===== src/rtl/sbsh_pkg.sv =====
// ----------------------------------------------------------------------------
// sbsh_pkg
// Shared types, constants and round functions of the SHA-256 byte hasher.
// ----------------------------------------------------------------------------
package sbsh_pkg;

  localparam int unsigned QueueDepth = 4;
  localparam int unsigned DigestBytes = 32;

  typedef enum logic [1:0] {
    CMD_ABSORB        = 2'd0,
    CMD_ABSORB_FINISH = 2'd1,
    CMD_FINISH        = 2'd2,
    CMD_NONE          = 2'd3
  } cmd_e;

  // classified transaction passed from the front end to the core
  typedef struct packed {
    logic       has_byte;
    logic       finish;
    logic [7:0] data;
  } op_t;

  localparam logic [255:0] InitHash = {
    32'h6A09E667, 32'hBB67AE85, 32'h3C6EF372, 32'hA54FF53A,
    32'h510E527F, 32'h9B05688C, 32'h1F83D9AB, 32'h5BE0CD19
  };

  localparam logic [7:0] PadByte = 8'h80;

  function automatic logic [31:0] round_k(input logic [5:0] idx);
    logic [31:0] k [64];
    k = '{
      32'h428a2f98, 32'h71374491, 32'hb5c0fbcf, 32'he9b5dba5,
      32'h3956c25b, 32'h59f111f1, 32'h923f82a4, 32'hab1c5ed5,
      32'hd807aa98, 32'h12835b01, 32'h243185be, 32'h550c7dc3,
      32'h72be5d74, 32'h80deb1fe, 32'h9bdc06a7, 32'hc19bf174,
      32'he49b69c1, 32'hefbe4786, 32'h0fc19dc6, 32'h240ca1cc,
      32'h2de92c6f, 32'h4a7484aa, 32'h5cb0a9dc, 32'h76f988da,
      32'h983e5152, 32'ha831c66d, 32'hb00327c8, 32'hbf597fc7,
      32'hc6e00bf3, 32'hd5a79147, 32'h06ca6351, 32'h14292967,
      32'h27b70a85, 32'h2e1b2138, 32'h4d2c6dfc, 32'h53380d13,
      32'h650a7354, 32'h766a0abb, 32'h81c2c92e, 32'h92722c85,
      32'ha2bfe8a1, 32'ha81a664b, 32'hc24b8b70, 32'hc76c51a3,
      32'hd192e819, 32'hd6990624, 32'hf40e3585, 32'h106aa070,
      32'h19a4c116, 32'h1e376c08, 32'h2748774c, 32'h34b0bcb5,
      32'h391c0cb3, 32'h4ed8aa4a, 32'h5b9cca4f, 32'h682e6ff3,
      32'h748f82ee, 32'h78a5636f, 32'h84c87814, 32'h8cc70208,
      32'h90befffa, 32'ha4506ceb, 32'hbef9a3f7, 32'hc67178f2
    };
    return k[idx];
  endfunction

  function automatic logic [31:0] rotr(input logic [31:0] v, input int unsigned n);
    return (v >> n) | (v << (32 - n));
  endfunction

endpackage


===== src/rtl/sbsh_stream_if.sv =====
// ----------------------------------------------------------------------------
// sbsh_stream_if
// Valid/ready channel carrying a generic packed payload.
// ----------------------------------------------------------------------------
interface sbsh_stream_if #(
  parameter type payload_t = logic
);
  logic     valid;
  logic     ready;
  payload_t payload;

  modport source (output valid, output payload, input ready);
  modport sink (input valid, input payload, output ready);
endinterface


===== src/rtl/sbsh_front.sv =====
// ----------------------------------------------------------------------------
// sbsh_front
// Accepts command transactions, classifies them and queues them for the core.
// ----------------------------------------------------------------------------
module sbsh_front (
  input  logic             clk_i,
  input  logic             rst_ni,
  input  logic             in_valid_i,
  output logic             in_ready_o,
  input  logic [1:0]       cmd_i,
  input  logic [7:0]       data_byte_i,
  output logic             op_valid_o,
  input  logic             op_ready_i,
  output sbsh_pkg::op_t    op_o
);
  import sbsh_pkg::*;

  localparam int unsigned PtrW = $clog2(QueueDepth);

  op_t               mem_q [QueueDepth];
  logic [PtrW-1:0]   wr_ptr_q, rd_ptr_q;
  logic [PtrW:0]     count_q;
  op_t               op_new;
  logic              push, pop, keep;

  // decode the command; the unused code is dropped at the door
  always_comb begin
    op_new      = '0;
    op_new.data = data_byte_i;
    keep        = 1'b1;
    unique case (cmd_e'(cmd_i))
      CMD_ABSORB:        op_new.has_byte = 1'b1;
      CMD_ABSORB_FINISH: begin
        op_new.has_byte = 1'b1;
        op_new.finish   = 1'b1;
      end
      CMD_FINISH:        op_new.finish = 1'b1;
      default:           keep = 1'b0;
    endcase
  end

  assign in_ready_o = (count_q != (PtrW+1)'(QueueDepth));
  assign push       = in_valid_i && in_ready_o && keep;
  assign op_valid_o = (count_q != '0);
  assign pop        = op_valid_o && op_ready_i;
  assign op_o       = mem_q[rd_ptr_q];

  // queue storage
  always_ff @(posedge clk_i) begin
    if (push) begin
      mem_q[wr_ptr_q] <= op_new;
    end
  end

  // queue pointers
  always_ff @(posedge clk_i or negedge rst_ni) begin
    if (!rst_ni) begin
      wr_ptr_q <= '0;
      rd_ptr_q <= '0;
      count_q  <= '0;
    end else begin
      if (push) wr_ptr_q <= wr_ptr_q + 1'b1;
      if (pop)  rd_ptr_q <= rd_ptr_q + 1'b1;
      count_q <= count_q + (PtrW+1)'(push) - (PtrW+1)'(pop);
    end
  end

  a_no_overflow: assert property (@(posedge clk_i) disable iff (!rst_ni)
    count_q == (PtrW+1)'(QueueDepth) |-> !push) else $error("queue overflow");
  a_no_underflow: assert property (@(posedge clk_i) disable iff (!rst_ni)
    count_q == '0 |-> !pop) else $error("queue underflow");
  a_count_step: assert property (@(posedge clk_i) disable iff (!rst_ni)
    push && !pop |=> count_q == $past(count_q) + 1'b1) else $error("count slip");

endmodule


===== src/rtl/sbsh_core.sv =====
// ----------------------------------------------------------------------------
// sbsh_core
// Block buffer, length counter, padding, 64-round compression and digest out.
// ----------------------------------------------------------------------------
module sbsh_core (
  input  logic          clk_i,
  input  logic          rst_ni,
  input  logic          op_valid_i,
  output logic          op_ready_o,
  input  sbsh_pkg::op_t op_i,
  output logic          out_valid_o,
  input  logic          out_ready_i,
  output logic [7:0]    digest_byte_o,
  output logic          last_byte_o
);
  import sbsh_pkg::*;

  typedef enum logic [2:0] {
    ST_IDLE,
    ST_PAD,
    ST_COMP,
    ST_FOLD,
    ST_OUT
  } state_e;

  state_e        state_q;
  logic [5:0]    fill_q;
  logic [63:0]   bits_q;
  logic [255:0]  chain_q;
  logic [255:0]  work_q;
  logic [31:0]   w_q [16];
  logic [5:0]    rnd_q;
  logic          finishing_q, len_blk_q, done_last_q, full_q;
  logic [4:0]    out_idx_q;

  logic [31:0] a, b, c, d, e, f, g, h, t1, t2, w_new, x, y;
  logic [31:0] chain_w [8];
  logic [31:0] pad_w [16];
  logic        pad_room;

  // one compression round plus the schedule extension
  always_comb begin
    {a, b, c, d, e, f, g, h} = work_q;
    t1 = h + (rotr(e, 6) ^ rotr(e, 11) ^ rotr(e, 25)) + ((e & f) ^ (~e & g))
         + round_k(rnd_q) + w_q[0];
    t2 = (rotr(a, 2) ^ rotr(a, 13) ^ rotr(a, 22)) + ((a & b) ^ (a & c) ^ (b & c));
    x  = w_q[1];
    y  = w_q[14];
    w_new = (rotr(y, 17) ^ rotr(y, 19) ^ (y >> 10)) + w_q[9]
            + (rotr(x, 7) ^ rotr(x, 18) ^ (x >> 3)) + w_q[0];
    for (int i = 0; i < 8; i++) chain_w[i] = chain_q[255-32*i -: 32];
  end

  // padded form of the block held in the schedule words
  always_comb begin
    pad_room = (fill_q <= 6'd55) || len_blk_q;
    for (int wi = 0; wi < 16; wi++) begin
      for (int bi = 0; bi < 4; bi++) begin
        if (len_blk_q || ((4*wi + bi) > int'(fill_q)))
          pad_w[wi][31-8*bi -: 8] = 8'h00;
        else if ((4*wi + bi) == int'(fill_q))
          pad_w[wi][31-8*bi -: 8] = PadByte;
        else
          pad_w[wi][31-8*bi -: 8] = w_q[wi][31-8*bi -: 8];
      end
    end
    // big-endian bit length in the last eight bytes
    if (pad_room) begin
      pad_w[14] = bits_q[63:32];
      pad_w[15] = bits_q[31:0];
    end
  end

  assign op_ready_o    = (state_q == ST_IDLE);
  assign out_valid_o   = (state_q == ST_OUT);
  assign digest_byte_o = chain_w[out_idx_q[4:2]][31 - 8*out_idx_q[1:0] -: 8];
  assign last_byte_o   = (out_idx_q == 5'(DigestBytes - 1));

  always_ff @(posedge clk_i or negedge rst_ni) begin
    if (!rst_ni) begin
      state_q     <= ST_IDLE;
      fill_q      <= '0;
      bits_q      <= '0;
      chain_q     <= InitHash;
      rnd_q       <= '0;
      finishing_q <= 1'b0;
      len_blk_q   <= 1'b0;
      done_last_q <= 1'b0;
      full_q      <= 1'b0;
      out_idx_q   <= '0;
    end else begin
      unique case (state_q)
        ST_IDLE: begin
          if (op_valid_i) begin
            finishing_q <= op_i.finish;
            if (op_i.has_byte) begin
              // bytes land big-endian straight in the schedule words
              w_q[fill_q[5:2]][{~fill_q[1:0], 3'b000} +: 8] <= op_i.data;
              bits_q <= bits_q + 64'd8;
              fill_q <= fill_q + 1'b1;
              if (fill_q == 6'd63) begin
                len_blk_q <= 1'b0;
                full_q    <= 1'b1;
                state_q   <= ST_PAD;  // block full: schedule already loaded
              end else if (op_i.finish) begin
                state_q <= ST_PAD;
              end
            end else if (op_i.finish) begin
              state_q <= ST_PAD;
            end
          end
        end
        // set up a full block, or build the final block(s) with padding, then start the rounds
        ST_PAD: begin
          if (full_q) begin
            // plain full block
            full_q    <= 1'b0;
            len_blk_q <= 1'b0;
          end else begin
            for (int i = 0; i < 16; i++) w_q[i] <= pad_w[i];
            len_blk_q   <= !pad_room;
            done_last_q <= pad_room;
          end
          work_q  <= chain_q;
          rnd_q   <= '0;
          state_q <= ST_COMP;
        end
        ST_COMP: begin
          work_q <= {t1 + t2, a, b, c, d + t1, e, f, g};
          for (int i = 0; i < 15; i++) w_q[i] <= w_q[i+1];
          w_q[15] <= w_new;
          rnd_q <= rnd_q + 1'b1;
          if (rnd_q == 6'd63) state_q <= ST_FOLD;
        end
        ST_FOLD: begin
          for (int i = 0; i < 8; i++)
            chain_q[255-32*i -: 32] <= chain_w[i] + work_q[255-32*i -: 32];
          if (!finishing_q) begin
            state_q <= ST_IDLE;
          end else if (fill_q == '0 && !len_blk_q && !done_last_q) begin
            // a full block ended the message: pad into a fresh block
            state_q <= ST_PAD;
          end else if (len_blk_q) begin
            state_q <= ST_PAD;
          end else begin
            out_idx_q <= '0;
            state_q   <= ST_OUT;
          end
          if (len_blk_q) done_last_q <= 1'b0;
        end
        ST_OUT: begin
          if (out_ready_i) begin
            out_idx_q <= out_idx_q + 1'b1;
            if (last_byte_o) begin
              chain_q     <= InitHash;
              fill_q      <= '0;
              bits_q      <= '0;
              finishing_q <= 1'b0;
              done_last_q <= 1'b0;
              len_blk_q   <= 1'b0;
              state_q     <= ST_IDLE;
            end
          end
        end
        default: state_q <= ST_IDLE;
      endcase
    end
  end

  a_out_hold: assert property (@(posedge clk_i) disable iff (!rst_ni)
    out_valid_o && !out_ready_i |=> out_valid_o && $stable(out_idx_q))
    else $error("digest moved under stall");
  a_round_range: assert property (@(posedge clk_i) disable iff (!rst_ni)
    state_q == ST_COMP && rnd_q == 6'd63 |=> state_q == ST_FOLD)
    else $error("round count slip");
  a_reset_chain: assert property (@(posedge clk_i) disable iff (!rst_ni)
    out_valid_o && out_ready_i && last_byte_o |=> chain_q == InitHash && bits_q == '0)
    else $error("chain not reinitialized");

endmodule


===== src/rtl/sha256_byte_stream_hasher.sv =====
// ----------------------------------------------------------------------------
// sha256_byte_stream_hasher
// SHA-256 over a byte stream with finish command and 32-byte digest output.
// ----------------------------------------------------------------------------
// Usage: in_if carries {cmd, data_byte}; cmd 0 absorbs a byte, 1 absorbs and
// finishes, 2 finishes without a byte, 3 is dropped. out_if returns 32
// digest-byte transactions, word 0 MSB first, last_byte set on the 32nd.
// A four-entry queue decouples the input from the core, so bytes are taken
// one per cycle until it fills. The core takes one byte per cycle while it
// is idle, and each full block passes through a schedule load, 64 rounds
// at one SHA round per cycle, and one fold step. A finish costs one or two
// such blocks, after which the digest streams out one byte per cycle when
// the receiver is ready. A stalled receiver holds the current digest byte;
// the queue keeps taking input until full. Reset restores the initial hash
// values, clears the length and fill counts, and empties the queue.
module sha256_byte_stream_hasher (
  input  logic       clk_i,
  input  logic       rst_ni,
  sbsh_stream_if.sink   in_if,
  sbsh_stream_if.source out_if
);
  import sbsh_pkg::*;

  logic  op_valid, op_ready;
  op_t   op;
  logic [9:0] in_pl;
  logic [8:0] out_pl;

  assign in_pl = in_if.payload;

  sbsh_front u_front (
    .clk_i, .rst_ni,
    .in_valid_i (in_if.valid),
    .in_ready_o (in_if.ready),
    .cmd_i      (in_pl[9:8]),
    .data_byte_i(in_pl[7:0]),
    .op_valid_o (op_valid),
    .op_ready_i (op_ready),
    .op_o       (op)
  );

  sbsh_core u_core (
    .clk_i, .rst_ni,
    .op_valid_i   (op_valid),
    .op_ready_o   (op_ready),
    .op_i         (op),
    .out_valid_o  (out_if.valid),
    .out_ready_i  (out_if.ready),
    .digest_byte_o(out_pl[8:1]),
    .last_byte_o  (out_pl[0])
  );

  assign out_if.payload = out_pl;

endmodule

===== src/flat_wrapper.sv =====
// flat-port wrapper written by rule: the top's interface ports become plain ports
module sha256_byte_stream_hasher_flat import sbsh_pkg::*;
  (clk_i, rst_ni, in_if_valid, in_if_payload, in_if_ready, out_if_valid, out_if_payload, out_if_ready);
  sbsh_stream_if in_if_i ();
  sbsh_stream_if out_if_i ();
  input  logic clk_i;
  input  logic rst_ni;
  input wire logic [$bits(in_if_i.valid)-1:0] in_if_valid;
  input wire logic [$bits(in_if_i.payload)-1:0] in_if_payload;
  output wire logic [$bits(in_if_i.ready)-1:0] in_if_ready;
  output wire logic [$bits(out_if_i.valid)-1:0] out_if_valid;
  output wire logic [$bits(out_if_i.payload)-1:0] out_if_payload;
  input wire logic [$bits(out_if_i.ready)-1:0] out_if_ready;
  assign in_if_i.valid = in_if_valid;
  assign in_if_i.payload = in_if_payload;
  assign in_if_ready = in_if_i.ready;
  assign out_if_valid = out_if_i.valid;
  assign out_if_payload = out_if_i.payload;
  assign out_if_i.ready = out_if_ready;
  sha256_byte_stream_hasher u_core (.clk_i(clk_i), .rst_ni(rst_ni), .in_if(in_if_i), .out_if(out_if_i));
endmodule

===== config.mk =====
export PLATFORM = sky130hd
export DESIGN_NAME = sha256_byte_stream_hasher_flat
export DESIGN_NICKNAME = d
export VERILOG_FILES = /design/src/rtl/sbsh_pkg.sv /design/src/rtl/sbsh_stream_if.sv /design/src/rtl/sbsh_front.sv /design/src/rtl/sbsh_core.sv /design/src/rtl/sha256_byte_stream_hasher.sv /design/src/flat_wrapper.sv
export SDC_FILE = /design/constraint.sdc
export NUM_CORES = 1
export LEC_CHECK = 0
export BUFFER_PORTS_ARGS = -buffer_cell sky130_fd_sc_hd__buf_2
export CORE_MARGIN = 2
export CORE_UTILIZATION = 56
export CTS_CLUSTER_DIAMETER = 200
export DETAILED_ROUTE_END_ITERATION = 16
export MAX_ROUTING_LAYER = met4
export PLACE_DENSITY = 0.75
export SYNTH_ARGS = -nofsm -noshare
export SYNTH_HDL_FRONTEND = slang
export SYNTH_SLANG_ARGS = --single-unit

===== constraint.sdc =====
create_clock -name clk_i -period 3 [get_ports clk_i]
set_clock_uncertainty 0.1 [all_clocks]
set_input_delay 0.9 -clock clk_i [delete_from_list [all_inputs] [get_ports clk_i]]
set_output_delay 0.9 -clock clk_i [all_outputs]
set_load 0.05 [all_outputs]

==> metrics.md <==
| Metric | Value |
|---|---|
| Highest routed layer | met4 |
| Place WS | 590 ps |
| H-Tree Depth | 1 |
| Antenna violations before repair | 0 |
| Dpl cell area | 903 um^2 |
| Multi-input gate area | 405 um^2 |
| Largest net degree at the start of global routing | 18 |
| Drt pass-1 iters | 4 |
| Via count | 560 |
| # resized after CTS | 0 |
| Fin crit share | 0.743 |
| Hold Violations, Final | 0 |
| Cell area power density | 1070 nW/um^2 |
| Leading cell type in the layout, fill and taps excluded | dfrtp_1 |
| Setup TNS | 0 ps |
| DRC | 0 |
| Kind of critical path | reg -> reg |
| Synth Area per Inst | 10.5 um^2 |
| Outcome | complete, no violations |
| Final nets | 102 |
| Initial Util | 0.594 |
| Layout area overhead | 5.09% |
| Maximum vdd drop | 0.000608 V |
| ANT nets after route | 0 |
| Ant diodes | 0 |
| Lkg Pwr | 0.431 nW |
| RR Endpoint | u_core.u_front.count_q[2] |
| DRT iter0 DRCs | 2 |
| Reg2reg path depth | 7 |
| Root Driver | clkbuf_4 |
| CTS Hold Bufs | 0 |
| Crit path from | u_core.u_front.count_q[1] |
| Yosys reg bits | 17 |
| RSZ-0062 raised after global routing | no |
| Die Y | 43.7 um |
| Hold Path Class | reg -> reg |
| Post-Syn Area | 885 um^2 |
| Die ar. | 1910 um^2 |
| Critical path arrival | 2350 ps |
| Fillers | 129 |
| Setup crit start kind | flip-flop |
| Metal1 wirelength | 589 um |
| CORE AREA | 1490 um^2 |
| Synth area leader | dfrtp_1 |
| Number of global-route vias before repair | 581 |
| Placer Congestion | 0.729 |
| RR Startpoint | u_core.u_front.count_q[1] |
| R2R Setup Slk | 770 ps |
| Post-route setup slack | 771 ps |
| Total grt overflow | 0 |
| Maxcap violations | 0 |
| CP Data Required Time | 3120 ps |
| Pins Over Slew Limit | 0 |
| Post-CTS setup buffer count | 0 |
| Maximum root-to-sink buffer count | 2 |
| Yosys warning total | 0 |
| Setup violators final | 0 |
| First-pass GRT wire length | 2350 um |
| Synth top area cells | dfrtp_1 48%, ha_1 8.5%, xnor2_1 5.0% |
| Row cnt | 14 |
| Reg area | 425 um^2 |
| CTS tree | built |
| Hold path depth | 1 |
| CP max FO | 6 |
| IO Port Bufs | 3 |
| Netlist cell types | 26 |
| Synth top area share | 0.481 |
| CTS Buf Count | 3 |
| Clk slew on worst S/H paths | 90 ps |
| Share of cells above drive strength 1 | 0.124 |
| Die width | 43.7 um |
| WL met3 | 36 um |
| Clk sinks | 17 |
| Routed WL per cell | 11.6 um |
| Clock latency on the worst-skew pair | 290 ps |
| DP Wirelength | 925 um |
| Most frequent cells in the layout | 17 x dfrtp_1, 10 x inv_1, 8 x nand2_1 |
| Via density | 5.33 |
| Post-Layout Inst Area | 930 um^2 |
| DR WL met2 | 560 um |
| Fin crit period | 2230 ps |
| Worst Setup End Kind | flip-flop |
| Final Routed Wirelength | 1220 um |
| # IOs | 8 |
| Syn Inst Count | 84 |
| Worst setup path end | u_core.u_front.count_q[2] |
| Total GRT Usage | 0.173 |
| F_max | 449 MHz |
| Seq/Total Area, Yosys | 0.481 |
## routing by layer
| layer | track usage | up-vias |
|---|---|---|
| met5 | - | - |
| met4 | 0.0909 | 0 |
| met3 | 0.0250 | 5 |
| met2 | 0.268 | 8 |
| met1 | 0.218 | 262 |
| li1 | - | 285 |
## worst min-delay path by stage
| stage | startpoint | endpoint | slack, ps |
|---|---|---|---|
| after floorplan | u_core.u_core.fill_q[5] | u_core.u_core.fill_q[5] | 340 |
| after detailed placement | u_core.u_core.fill_q[5] | u_core.u_core.fill_q[5] | 380 |
| after global routing | u_core.u_core.fill_q[5] | u_core.u_core.fill_q[5] | 410 |
| after global placement | u_core.u_core.fill_q[5] | u_core.u_core.fill_q[5] | 360 |
| final | u_core.u_core.fill_q[5] | u_core.u_core.fill_q[5] | 390 |
| after CTS | u_core.u_core.fill_q[5] | u_core.u_core.fill_q[5] | 390 |
## metrics by stage
stage	hold WS, ps	power (mW)	utilization	cells
2_1_floorplan	342	0.805	-	85
6_report	387	0.999	0.624	105
3_5_place_dp	376	0.891	0.607	101
3_3_place_gp	363	0.869	0.607	101
5_1_grt	415	1.10	0.624	105
4_1_cts	391	1.01	0.624	105
## power by group
group	leakage, nW	internal [mW]	switching [mW]
logic	0.202	0.221	0.240
clock network	0.0150	0.0517	0.0684
registers	0.213	0.328	0.0905
total	0.431	0.600	0.398
## cell families after synthesis
logic type      count (synthesis)  share of synthesized area
simple gates                   23                      0.136
flops                          17                      0.481
compound gates                 13                     0.0934
buf+inv                        13                     0.0651
xor+xnor                        8                     0.0792
fa+ha+maj                       7                      0.107
mux                             2                     0.0339
other cells                     1                    0.00424
## synth_stat cells
cell / number
a21oi_1: 3
buf_2: 1
buf_4: 2
conb_1: 1
dfrtp_1: 17
fa_1: 1
ha_1: 6
inv_1: 10
mux2_4: 2
nand2_1: 8
nand3_1: 4
nand3b_1: 1
nand4_1: 2
nand4_2: 1
nor2_1: 3
nor2_2: 1
nor2b_1: 1
nor3b_1: 1
o21ai_0: 5
o21ai_1: 2
o22ai_1: 1
o311ai_1: 1
o31a_4: 1
or3_1: 1
xnor2_1: 5
xor2_1: 3
## flip-flops by register name, summed over array words and instances (netlist names)
| name | flops |
|---|---|
| u_core.u_core.rnd_q | 6 |
| u_core.u_core.state_q | 2 |
| u_core.u_core.fill_q | 6 |
| u_core.u_front.count_q | 3 |
## critical path, cell delays in order (launching register included)
cell and delay, ps:
dfrtp_1 440, o31a_4 410, ha_1 280, inv_1 40, ha_1 190, fa_1 380, xnor2_1 200, xnor2_1 130
## final cells by class
class                      count  share of cell area
inverter                      10              0.0404
sequential                    17               0.458
multi-input combinational     55               0.436
tap                           16              0.0215
clock buffer                   4              0.0283
timing repair buffer           3              0.0162
(Power assumes the default switching activity.)
